$ cat config.mk
export PLATFORM = sky130hd
export DESIGN_NAME = text_console_cursor_engine
export DESIGN_NICKNAME = d
export VERILOG_FILES = /design/src/sv/tcce_pkg.sv /design/src/sv/tcce_core.sv /design/src/sv/text_console_cursor_engine.sv
export SDC_FILE = /design/constraint.sdc
export NUM_CORES = 1
export LEC_CHECK = 0
export BUFFER_PORTS_ARGS = -buffer_cell sky130_fd_sc_hd__buf_2
export CAP_MARGIN = 15
export CELL_PAD_IN_SITES_DETAIL_PLACEMENT = 1
export CELL_PAD_IN_SITES_GLOBAL_PLACEMENT = 1
export CORE_AREA = 4 4 126 128
export CTS_CLUSTER_DIAMETER = 40
export DETAILED_ROUTE_END_ITERATION = 10
export DIE_AREA = 0 0 130 132
export PLACE_DENSITY_LB_ADDON = 0.25
export REMOVE_ABC_BUFFERS = 1
export SLEW_MARGIN = 20
export SYNTH_ARGS = -nofsm -noshare
export SYNTH_HDL_FRONTEND = slang
export SYNTH_HIERARCHICAL = 1
export SYNTH_SLANG_ARGS = --single-unit
$ cat constraint.sdc
create_clock -name clock -period 19 [get_ports clock]
set_clock_uncertainty 0.2 [all_clocks]
set_input_delay 0.95 -clock clock [delete_from_list [all_inputs] [get_ports clock]]
set_output_delay 0.95 -clock clock [all_outputs]
set_load 0.005 [all_outputs]
$ cat src/sv/tcce_pkg.sv
// Shared types, codes and constants of the text console cursor engine.
package tcce_pkg;

   // Default tab spacing in text cells.
   localparam int TAB_STOP_DEF = 8;

   // Register reset values.
   localparam logic [7:0] COLUMNS_RST = 8'd128;
   localparam logic [7:0] ROWS_RST    = 8'd48;

   // Character codes that steer the cursor.
   localparam logic [7:0] CH_LF          = 8'h0A;
   localparam logic [7:0] CH_CR          = 8'h0D;
   localparam logic [7:0] CH_BS          = 8'h08;
   localparam logic [7:0] CH_TAB         = 8'h09;
   localparam logic [7:0] CH_FIRST_PRINT = 8'h20;
   localparam logic [7:0] CH_LAST_PRINT  = 8'h7E;

   // Glyphs that the engine substitutes.
   localparam logic [6:0] GLYPH_QMARK = 7'h3F;
   localparam logic [6:0] GLYPH_SPACE = 7'h20;

   // Result kinds.
   typedef enum logic [1:0] {
      KIND_DRAW   = 2'd0,
      KIND_SCROLL = 2'd1,
      KIND_CLEAR  = 2'd2
   } kind_type;

   // Input commands.
   typedef enum logic {
      CMD_PUT   = 1'b0,
      CMD_CLEAR = 1'b1
   } cmd_type;

   // Register indexes of the configuration port.
   typedef enum logic [1:0] {
      REG_ENABLE   = 2'd0,
      REG_COLUMNS  = 2'd1,
      REG_ROWS     = 2'd2,
      REG_BG_COLOR = 2'd3
   } reg_idx_type;

   // Sequencer states.
   typedef enum logic [1:0] {
      ST_IDLE,
      ST_TAB,
      ST_SCROLL
   } state_type;

   // Effective configuration seen by the sequencer (zero sizes act as one).
   typedef struct packed {
      logic       enable;
      logic [7:0] cols;
      logic [7:0] rows;
   } cfg_type;

   // One result beat.
   typedef struct packed {
      kind_type    kind;
      logic [7:0]  cell_col;
      logic [7:0]  cell_row;
      logic [6:0]  glyph;
      logic [31:0] draw_color;
      logic        last;
   } res_type;

endpackage

$ cat src/sv/tcce_core.sv
// Cursor sequencer: decodes one item and steps the column unit to emit its results.
module tcce_core
   import tcce_pkg::*;
#(
   parameter int TAB_STOP = TAB_STOP_DEF
) (
   input  logic        clock,
   input  logic        reset,
   input  cfg_type     cfg,
   input  logic        req_valid,
   input  logic        req_cmd,
   input  logic [7:0]  req_char,
   input  logic [31:0] req_fg,
   output logic        req_ready,
   input  logic        out_free,
   output logic        res_valid,
   output res_type     res
);

   localparam int PW = (TAB_STOP > 2) ? $clog2(TAB_STOP) : 1;
   localparam logic [PW-1:0] PHASE_TOP = PW'(TAB_STOP - 1);

   state_type   state_ff, state_in;
   logic [7:0]  col_ff, col_in;
   logic [7:0]  row_ff, row_in;
   logic [PW-1:0] phase_ff, phase_in;
   logic [31:0] fg_ff, fg_in;

   // Shared column step unit: one 9-bit add of plus or minus one and a compare.
   logic       step_dec;
   logic [8:0] step_sum;
   logic       step_hit;

   logic [8:0]    row_next;
   logic          row_wrap;
   logic          col_on;
   logic          row_on;
   logic [PW-1:0] phase_up;
   logic [PW-1:0] phase_down;
   logic [6:0]    glyph_put;
   logic          draw_en;
   logic          tab_end;

   assign step_dec = (state_ff == ST_IDLE) && (req_char == CH_BS);
   assign step_sum = {1'b0, col_ff} + (step_dec ? 9'h1FF : 9'd1);
   assign step_hit = step_sum >= {1'b0, cfg.cols};

   // Row increment and on-screen checks.
   assign row_next = {1'b0, row_ff} + 9'd1;
   assign row_wrap = row_next >= {1'b0, cfg.rows};
   assign col_on   = col_ff < cfg.cols;
   assign row_on   = row_ff < cfg.rows;

   // Column position within its tab stop, kept beside the column.
   assign phase_up   = (phase_ff == PHASE_TOP) ? '0 : phase_ff + PW'(1);
   assign phase_down = (phase_ff == '0) ? PHASE_TOP : phase_ff - PW'(1);

   assign glyph_put = (req_char >= CH_FIRST_PRINT && req_char <= CH_LAST_PRINT) ?
                      req_char[6:0] : GLYPH_QMARK;
   assign draw_en   = col_on && row_on;
   assign tab_end   = (phase_ff == PHASE_TOP) || step_hit;

   // State and cursor registers.
   always_ff @(posedge clock) begin
      if (reset) begin
         state_ff <= ST_IDLE;
         col_ff   <= '0;
         row_ff   <= '0;
         phase_ff <= '0;
      end else begin
         state_ff <= state_in;
         col_ff   <= col_in;
         row_ff   <= row_in;
         phase_ff <= phase_in;
      end
   end

   // The tab color needs no reset.
   always_ff @(posedge clock) begin
      fg_ff <= fg_in;
   end

   // Next state, cursor updates and result beats.
   always_comb begin
      state_in  = state_ff;
      col_in    = col_ff;
      row_in    = row_ff;
      phase_in  = phase_ff;
      fg_in     = fg_ff;
      req_ready = 1'b0;
      res_valid = 1'b0;
      res       = '0;
      res.kind  = KIND_DRAW;

      unique case (state_ff)
         ST_IDLE: begin
            req_ready = out_free;
            if (req_valid && out_free && cfg.enable) begin
               if (req_cmd == CMD_CLEAR) begin
                  // Clear the screen and home the cursor.
                  res_valid = 1'b1;
                  res.kind  = KIND_CLEAR;
                  res.last  = 1'b1;
                  col_in    = '0;
                  row_in    = '0;
                  phase_in  = '0;
               end else if (req_char == CH_LF) begin
                  col_in   = '0;
                  phase_in = '0;
                  if (row_wrap) begin
                     res_valid = 1'b1;
                     res.kind  = KIND_SCROLL;
                     res.last  = 1'b1;
                     row_in    = cfg.rows - 8'd1;
                  end else begin
                     row_in = row_next[7:0];
                  end
               end else if (req_char == CH_CR) begin
                  col_in   = '0;
                  phase_in = '0;
               end else if (req_char == CH_BS) begin
                  // Step back and blank the cell, if there is one to the left and it is on screen.
                  if (col_ff != '0) begin
                     col_in   = step_sum[7:0];
                     phase_in = phase_down;
                     if (!step_hit && row_on) begin
                        res_valid      = 1'b1;
                        res.cell_col   = step_sum[7:0];
                        res.cell_row   = row_ff;
                        res.glyph      = GLYPH_SPACE;
                        res.draw_color = req_fg;
                        res.last       = 1'b1;
                     end
                  end
               end else if (req_char == CH_TAB) begin
                  if (col_on) begin
                     fg_in    = req_fg;
                     state_in = ST_TAB;
                  end
               end else begin
                  // Printable or substituted character at the cursor.
                  res.cell_col   = col_ff;
                  res.cell_row   = row_ff;
                  res.glyph      = glyph_put;
                  res.draw_color = req_fg;
                  if (step_hit) begin
                     col_in   = '0;
                     phase_in = '0;
                     if (row_wrap) begin
                        row_in = cfg.rows - 8'd1;
                        if (draw_en) begin
                           res_valid = 1'b1;
                           state_in  = ST_SCROLL;
                        end else begin
                           res       = '0;
                           res.kind  = KIND_SCROLL;
                           res.last  = 1'b1;
                           res_valid = 1'b1;
                        end
                     end else begin
                        row_in    = row_next[7:0];
                        res_valid = draw_en;
                        res.last  = 1'b1;
                     end
                  end else begin
                     col_in    = step_sum[7:0];
                     phase_in  = phase_up;
                     res_valid = draw_en;
                     res.last  = 1'b1;
                  end
               end
            end
         end

         ST_TAB: begin
            // One blank cell per step while the output is free, until the tab stop or the row end.
            if (out_free) begin
               res_valid      = row_on;
               res.cell_col   = col_ff;
               res.cell_row   = row_ff;
               res.glyph      = GLYPH_SPACE;
               res.draw_color = fg_ff;
               res.last       = tab_end;
               col_in         = step_sum[7:0];
               phase_in       = phase_up;
               if (tab_end) begin
                  state_in = ST_IDLE;
               end
            end
         end

         ST_SCROLL: begin
            // Scroll that follows a draw in the last cell of the bottom row.
            if (out_free) begin
               res_valid = 1'b1;
               res.kind  = KIND_SCROLL;
               res.last  = 1'b1;
               state_in  = ST_IDLE;
            end
         end

         default: begin
            state_in = ST_IDLE;
         end
      endcase
   end

endmodule

$ cat src/sv/text_console_cursor_engine.sv
// Top level of the text console cursor engine: registers, sequencer and output stage.
//
//   Channel  Direction  Beat contents
//   req_     in         tuser: command; tdata: char_code, fg_color
//   rsp_     out        tuser: kind; tlast: last; tdata: cell_col, cell_row, glyph, draw_color
//   csr_     in         write enable, register index, write data
//
// Clear, newline, carriage return, backspace and a plain character are handled in the idle state.
// A character that wraps on the bottom row gives the draw, if its cell is on screen, then the scroll.
// A tab is accepted, then emits up to TAB_STOP blank cells while the output is free.
// Reset is synchronous and homes the cursor; the sequencer is ready right after it.
// A stalled result holds in the output register and the sequencer waits behind it.
module text_console_cursor_engine
   import tcce_pkg::*;
#(
   parameter int TAB_STOP = TAB_STOP_DEF
) (
   input  logic        clock,
   input  logic        reset,
   // Input beats.
   input  logic        req_tvalid,
   output logic        req_tready,
   input  logic [39:0] req_tdata,   // [7:0] char_code, [39:8] fg_color
   input  logic        req_tuser,   // [0] command
   // Result beats.
   output logic        rsp_tvalid,
   input  logic        rsp_tready,
   output logic [55:0] rsp_tdata,   // [7:0] cell_col, [15:8] cell_row, [22:16] glyph,
                                    // [54:23] draw_color, [55] zero
   output logic [1:0]  rsp_tuser,   // [1:0] kind
   output logic        rsp_tlast,
   // Configuration writes.
   input  logic        csr_we,
   input  logic [1:0]  csr_addr,
   input  logic [31:0] csr_wdata
);

   logic       enable_ff;
   logic [7:0] columns_ff;
   logic [7:0] rows_ff;

   cfg_type cfg;
   logic    out_free;
   logic    res_valid;
   res_type res;

   logic    rsp_valid_ff, rsp_valid_in;
   res_type rsp_ff;

   // Configuration registers. The background color belongs to the renderer,
   // so a write to it is taken and has no effect here.
   always_ff @(posedge clock) begin
      if (reset) begin
         enable_ff  <= 1'b0;
         columns_ff <= COLUMNS_RST;
         rows_ff    <= ROWS_RST;
      end else if (csr_we) begin
         unique case (reg_idx_type'(csr_addr))
            REG_ENABLE:   enable_ff  <= csr_wdata[0];
            REG_COLUMNS:  columns_ff <= csr_wdata[7:0];
            REG_ROWS:     rows_ff    <= csr_wdata[7:0];
            REG_BG_COLOR: enable_ff  <= enable_ff;
            default:      enable_ff  <= enable_ff;
         endcase
      end
   end

   // A size of zero acts as one.
   assign cfg.enable = enable_ff;
   assign cfg.cols   = (columns_ff == '0) ? 8'd1 : columns_ff;
   assign cfg.rows   = (rows_ff == '0) ? 8'd1 : rows_ff;

   assign out_free = !rsp_valid_ff || rsp_tready;

   tcce_core #(
      .TAB_STOP (TAB_STOP)
   ) u_core (
      .clock     (clock),
      .reset     (reset),
      .cfg       (cfg),
      .req_valid (req_tvalid),
      .req_cmd   (req_tuser),
      .req_char  (req_tdata[7:0]),
      .req_fg    (req_tdata[39:8]),
      .req_ready (req_tready),
      .out_free  (out_free),
      .res_valid (res_valid),
      .res       (res)
   );

   // Output register: loads a new beat whenever the sequencer emits one.
   assign rsp_valid_in = res_valid || (rsp_valid_ff && !rsp_tready);

   always_ff @(posedge clock) begin
      if (reset) begin
         rsp_valid_ff <= 1'b0;
      end else begin
         rsp_valid_ff <= rsp_valid_in;
      end
   end

   always_ff @(posedge clock) begin
      if (res_valid) begin
         rsp_ff <= res;
      end
   end

   assign rsp_tvalid = rsp_valid_ff;
   assign rsp_tdata  = {1'b0, rsp_ff.draw_color, rsp_ff.glyph, rsp_ff.cell_row,
                        rsp_ff.cell_col};
   assign rsp_tuser  = rsp_ff.kind;
   assign rsp_tlast  = rsp_ff.last;

endmodule
==> run summary, run 1 <==
Status - finished, final reports clean
Worst endpoint required time - 18.85 ns
Full die area - 17,160 um2
Hold buffer count at cts - 0
Mapped Area - 6847 um2
Vias in the first global route - 5,548
Postcts setup bufs - 0
LEAKAGE - 3.127 nW
Router iterations before antenna repair - 4
Avg WL per Cell - 20.22 um
Layout cell share with drive strength beyond 1 - 23.20%
Critical Path End Type - register
Worst-path clk slew - 0.06 ns
Via count - 5,295
Final setup vio count - 0
Final Net Count - 830
Gpl congestion - 0.8868
Crit path kind - in -> reg
First-pass GRT wire length - 29.36 mm
Type of origin of the critical path - primary input
GRT met1 Usage - 28.01%
Hold Crit Class - reg -> reg
Worst hold path endpoint - columns_ff[0]$_SDFFE_PP0P_
Routed Wire Length - 18.44 mm
Pwr Density - 88.02 nW/um2
Initial antenna violation count - 0
Fin crit share - 33.08%
Post-synth ARST share - 0%
# DRC - 0
Port Buf Inserts - 115
Die Wd - 130 um
Post-Syn Instances - 619
Min Clock Period, post-route - 6.286 ns
Filler cell count - 1,636
Max-slew headroom - 40.86%
CTS tree - done
H-Tree Depth - 4
Highest-count cells in the layout ignoring fill and taps - buf_2, edfxtp_1, a22o_1
Ports - 141
CORE AREA - 14,860 um2
Final hold vios - 0
Setup TNS - 0 ns
Fmax - 159.1 MHz
RSZ-0062 raised after global routing - false
TritonCTS Buffers - 17
Crit path DAT - 6.13 ns
MaxCap Viol Count - 0
Die height - 132 um
Initial Utilization - 46.06%
Hold_sp - columns_ff[0]$_SDFFE_PP0P_
Congestion Overflow GR - 0
Critical path fanouts, max - 59
Worst Tran Pin Value - 0.8790 ns
Post-DP HPWL - 12.79 mm
R2R depth - 15
Ys flop type - edfxtp_1
Antenna diode count - 0
Hold depth - 2
Worst r2r src - u_core/state_ff[0]$_SDFFE_PP0P_
Drt via density - 5.806
Flop-to-flop setup slack - 12.93 ns
Syn-to-layout area delta - 19.63%
Gr busiest metal - met2
Worst slack at placement - 12.43 ns
Total track usage - 21.65%
Resized cells post-CTS - 0
Largest net degree at the start of global routing - 60
Avg Cell Area, Syn - 11.06 um2
EDFF count, synth - 90
Met3 Usage GRT - 4.943%
Drt first-iter violations - 281
Worst IR drop on VDD - 0.06076 mV
Synth unique cells - 71
Root Driver - clkbuf_16
Final max-slew violation count - 0
Number of cell rows - 45
Clk buf depth - 2
Clock Sink Count - 129
Clk_lat worst skew - 0.43 ns
Commonest non-fill, non-tap cell in the layout - buf_2
Critical R2R Capture - rsp_tdata[6]$_DFFE_PP_
Met2 global-route usage - 35.82%
Seq cells post-synth - 129
Warnings from Yosys - 6
Final antenna-violating net count - 0
Fin worst setup slack - 12.71 ns
Register area share after synthesis - 50.88%
-- through the flow --
stage               cell area (um2)  power [mW]  hold WS (ns)  util, %  cells
floorplan                      6648      0.3293        0.2482        -    573
global placement               7511      0.3467        0.2695    50.53    880
detailed placement             7511      0.3485        0.2752    50.53    880
CTS                            8190      0.7290        0.2899    55.10    912
global route                   8190      0.7465        0.3277    55.10    912
finish                         8190      0.7209        0.2837    55.10    912
-- logic make-up after synthesis --
group	synth area share [%]
compound gates	17.14
simple gates	14.93
other cells	0.05477
buf+inv	4.331
mux	3.107
xor+xnor	2.431
fa+ha+maj	7.127
flops	50.88
-- how the worst max path moves through the flow --
| stage | from | endpoint | slack [ns] |
|---|---|---|---|
| floorplan | req_tdata[7] | rsp_tdata[0]$_DFFE_PP_ | 11.32 |
| finish | req_tdata[7] | rsp_tdata[6]$_DFFE_PP_ | 12.71 |
| global placement | req_tdata[7] | rsp_tdata[1]$_DFFE_PP_ | 12.65 |
| detailed placement | req_tdata[7] | rsp_tdata[1]$_DFFE_PP_ | 12.43 |
| global route | req_tdata[7] | rsp_tvalid$_SDFF_PP0_ | 12.30 |
| CTS | req_tdata[7] | rsp_tdata[6]$_DFFE_PP_ | 12.84 |
-- power by group --
group	switching [mW]	internal, mW
combinational	0.0219	0.0149
clock	0.130	0.248
sequential	0.00238	0.304
total	0.155	0.566
-- critical path, stage by stage --
cell and delay (ns):
buf_2 0.16, nor4b_4 0.34, nand4_2 0.41, xnor2_1 0.26
ha_1 0.29, nor4_1 0.47, a21oi_1 0.15, xnor2_1 0.31
ha_1 0.23, o21ai_0 0.11, o31ai_1 0.61, or3b_1 0.42
nand2_1 0.18, a31o_2 0.33, o221ai_4 0.18, buf_4 0.63
-- cell usage after synthesis, types with 12 or more instances --
master     n  share of area (%)
dfxtp_1   39                 11
nand2b_1  26                2.4
edfxtp_1  90                 39
o21ai_0   12               0.88
a21oi_1   23                1.7
nand2_1   30                1.6
clkbuf_1  31                1.7
xnor2_1   16                2.0
nand3_1   17                1.2
inv_1     26                1.4
nor2_1    38                2.1
a22o_1    42                5.4
nor3_1    20                1.5
mux2i_1   19                2.8
ha_1      39                7.1
-- routing by layer --
metal  vias up  wire length, um
met1      2612             8031
li1       2510                -
met4         0              349
met3        22              999
met2       151             9058
met5         -                0
-- layout make-up --
| cell class | instances | area [um2] | share of cell area, % |
|---|---|---|---|
| multi-input cells | 418 | 3089 | 37.72 |
| inverters | 26 | 97.59 | 1.192 |
| clock buffers | 17 | 425.4 | 5.194 |
| well taps | 188 | 235.2 | 2.872 |
| repair buffers | 119 | 605.6 | 7.394 |
| clock inverters | 15 | 254.0 | 3.101 |
| flip-flops and latches | 129 | 3483 | 42.53 |
-- state kept, by name (all words and copies together) (netlist names) --
name             count
columns_ff           8
enable_ff            1
rows_ff              8
rsp_tdata           55
rsp_tlast            1
rsp_tuser            2
rsp_tvalid           1
u_core/col_ff        8
u_core/fg_ff        32
u_core/phase_ff      3
u_core/row_ff        8
u_core/state_ff      2
Note: power is estimated with default switching activity, not from simulation.
==> inputs of run 2 (changes only) <==
- CORE_AREA: 4 4 126 128 -> 4 4 132 134
- DIE_AREA: 0 0 130 132 -> 0 0 136 138
- clock period: 19 -> 5.84 ns (I/O delays scaled with it)
==> run summary, run 2 (same netlist as run 1, synthesis figures left out) <==
Worst IR drop on VDD - 0.2028 mV (+230%)
Vias in the first global route - 5,859 (+5.6%)
Min Clock Period, post-route - 5.218 ns
Port Buf Inserts - 115 (unchanged)
Final Net Count - 871 (+4.9%)
Type of origin of the critical path - register
Clk_lat worst skew - 0.42 ns (about the same)
H-Tree Depth - 4 (unchanged)
LEAKAGE - 3.253 nW (+4.0%)
Avg WL per Cell - 19.18 um (-5.2%)
Final hold vios - 0 (unchanged)
Pwr Density - 256.3 nW/um2 (+190%)
Full die area - 18,770 um2 (+9.4%)
Initial antenna violation count - 0 (unchanged)
MaxCap Viol Count - 0 (unchanged)
Post-DP Area - 7571 um2 (+0.80%)
RSZ-0062 raised after global routing - false
Hold WS - 0.01080 ns (-0.2729 ns)
Max reg flops - 55 (unchanged)
Worst-path clk slew - 0.06 ns (about the same)
Die Wd - 136 um (+4.6%)
Sequential cell area - 3483 um2 (unchanged)
Ports - 141 (unchanged)
Layout cell share with drive strength beyond 1 - 22.09% (-1.1 points)
Root Driver - clkbuf_16
Drt first-iter violations - 306 (+8.9%)
Flop-to-flop setup slack - 0.62 ns (-12.31 ns)
Highest-count cells in the layout ignoring fill and taps - buf_2, edfxtp_1, a22o_1
Worst r2r src - u_core/state_ff[0]$_SDFFE_PP0P_
First-pass GRT wire length - 30.55 mm (+4.0%)
Congestion Overflow GR - 0 (unchanged)
Routed Wire Length - 18.89 mm (+2.4%)
Die height - 138 um (+4.5%)
Clk buf depth - 2 (unchanged)
Status - finished, final reports clean
Fin crit share - 89.35%
Worst setup startpoint - u_core/state_ff[0]$_SDFFE_PP0P_
Router iterations before antenna repair - 5 (+1)
Design area - 8553 um2 (+4.4%)
Total track usage - 20.41% (-1.2 points)
Multi-input logic area - 3089 um2 (unchanged)
Number of cell rows - 47 (+4.4%)
Hold_sp - csr_wdata[1]
Largest net degree at the start of global routing - 60 (unchanged)
Fmax - 191.6 MHz
Commonest non-fill, non-tap cell in the layout - buf_2
Gpl congestion - 0.8715 (-1.7%)
Final antenna-violating net count - 0 (unchanged)
Final setup vio count - 0 (unchanged)
Crit path DAT - 5.11 ns (-1.02 ns)
Syn-to-layout area delta - 24.93%
Antenna diode count - 0 (unchanged)
Post-DP HPWL - 13.27 mm (+3.8%)
Resized cells post-CTS - 0 (unchanged)
Via count - 5,442 (+2.8%)
Hold Crit Class - in -> reg
CORE AREA - 16,290 um2 (+9.6%)
Initial Utilization - 42.03% (-4.0 points)
Worst Tran Pin Value - 0.9690 ns (+0.08998 ns)
Critical path fanouts, max - 59 (unchanged)
Final max-slew violation count - 0 (unchanged)
Filler cell count - 1,752 (+7.1%)
Worst endpoint required time - 5.73 ns (-13.12 ns)
# DRC - 0 (unchanged)
CTS tree - done
TritonCTS Buffers - 17 (unchanged)
Clock Sink Count - 129 (unchanged)
Drt via density - 5.525 (-4.8%)
Crit path kind - reg -> reg
Max-slew headroom - 34.80% (-6.1 points)
Critical Path End Type - register
==> run 2: path summary, 6_finish.rpt <==
check | endpoint | cells past startpoint
setup / recovery | rsp_tdata[6]$_DFFE_PP_ | 15
hold / removal | rows_ff[1]$_SDFFE_PP0P_ | 3
setup reg to reg | rsp_tdata[6]$_DFFE_PP_ | 15
hold reg to reg | columns_ff[0]$_SDFFE_PP0P_ | 2
==> run 2: layout make-up <==
cell class,count,area share [%]
Clock buffer,17,4.974
Clock inverter,15,1.829
Sequential cell,129,40.73
Inverter,26,1.141
Timing Repair Buffer,160,12.00
Tap cell,220,3.218
Multi-Input combinational cell,418,36.12
==> run 2: metrics by stage <==
| step | setup WS, ns | util, % | total power [mW] | TNS (ns) | cells |
|---|---|---|---|---|---|
| floorplan | -1.183 | - | 1.071 | -69.68 | 573 |
| global placement | 0.8393 | 46.48 | 1.129 | 0 | 913 |
| detailed placement | 0.6200 | 46.48 | 1.135 | 0 | 913 |
| CTS | 0.6690 | 52.51 | 2.211 | 0 | 985 |
| global route | 0.1833 | 52.51 | 2.275 | 0 | 985 |
| finish | 0.6218 | 52.51 | 2.192 | 0 | 985 |
==> run 2: critical path: stages, from the launching register on <==
cell	delay (ns)
dfxtp_1	0.41
nor2_1	0.35
nand4_2	0.16
xnor2_1	0.17
ha_1	0.29
nor4_1	0.39
a21oi_1	0.14
xnor2_1	0.27
ha_1	0.23
o21ai_0	0.12
o31ai_1	0.67
or3b_1	0.42
nand2_1	0.17
a31o_2	0.33
o221ai_4	0.22
buf_12	0.33
==> run 2: timing repair <==
action / 4_1_cts / 5_1_grt
setup buffers: 0 / 0
hold endpoints to repair: 69 / 0
setup endpoints to repair: 0 / 0
hold buffers: 40 / 0
==> run 2: report_power, final <==
group | internal [mW] | switching (mW) | total (mW)
Combinational | 0.0664 | 0.0762 | 0.143
Clock | 0.632 | 0.422 | 1.05
Sequential | 0.988 | 0.00751 | 0.995
Total | 1.69 | 0.506 | 2.19
==> run 2: per-layer routing <==
metal | part of all wire, % | vias up | track usage (%) | wire (um)
li1 | - | 2589 | - | -
met1 | 43 | 2653 | 25.83 | 8157
met2 | 50 | 166 | 34.24 | 9361
met3 | 4.9 | 34 | 3.815 | 923
met4 | 2.4 | 0 | 8.329 | 445
met5 | 0 | - | 0 | 0
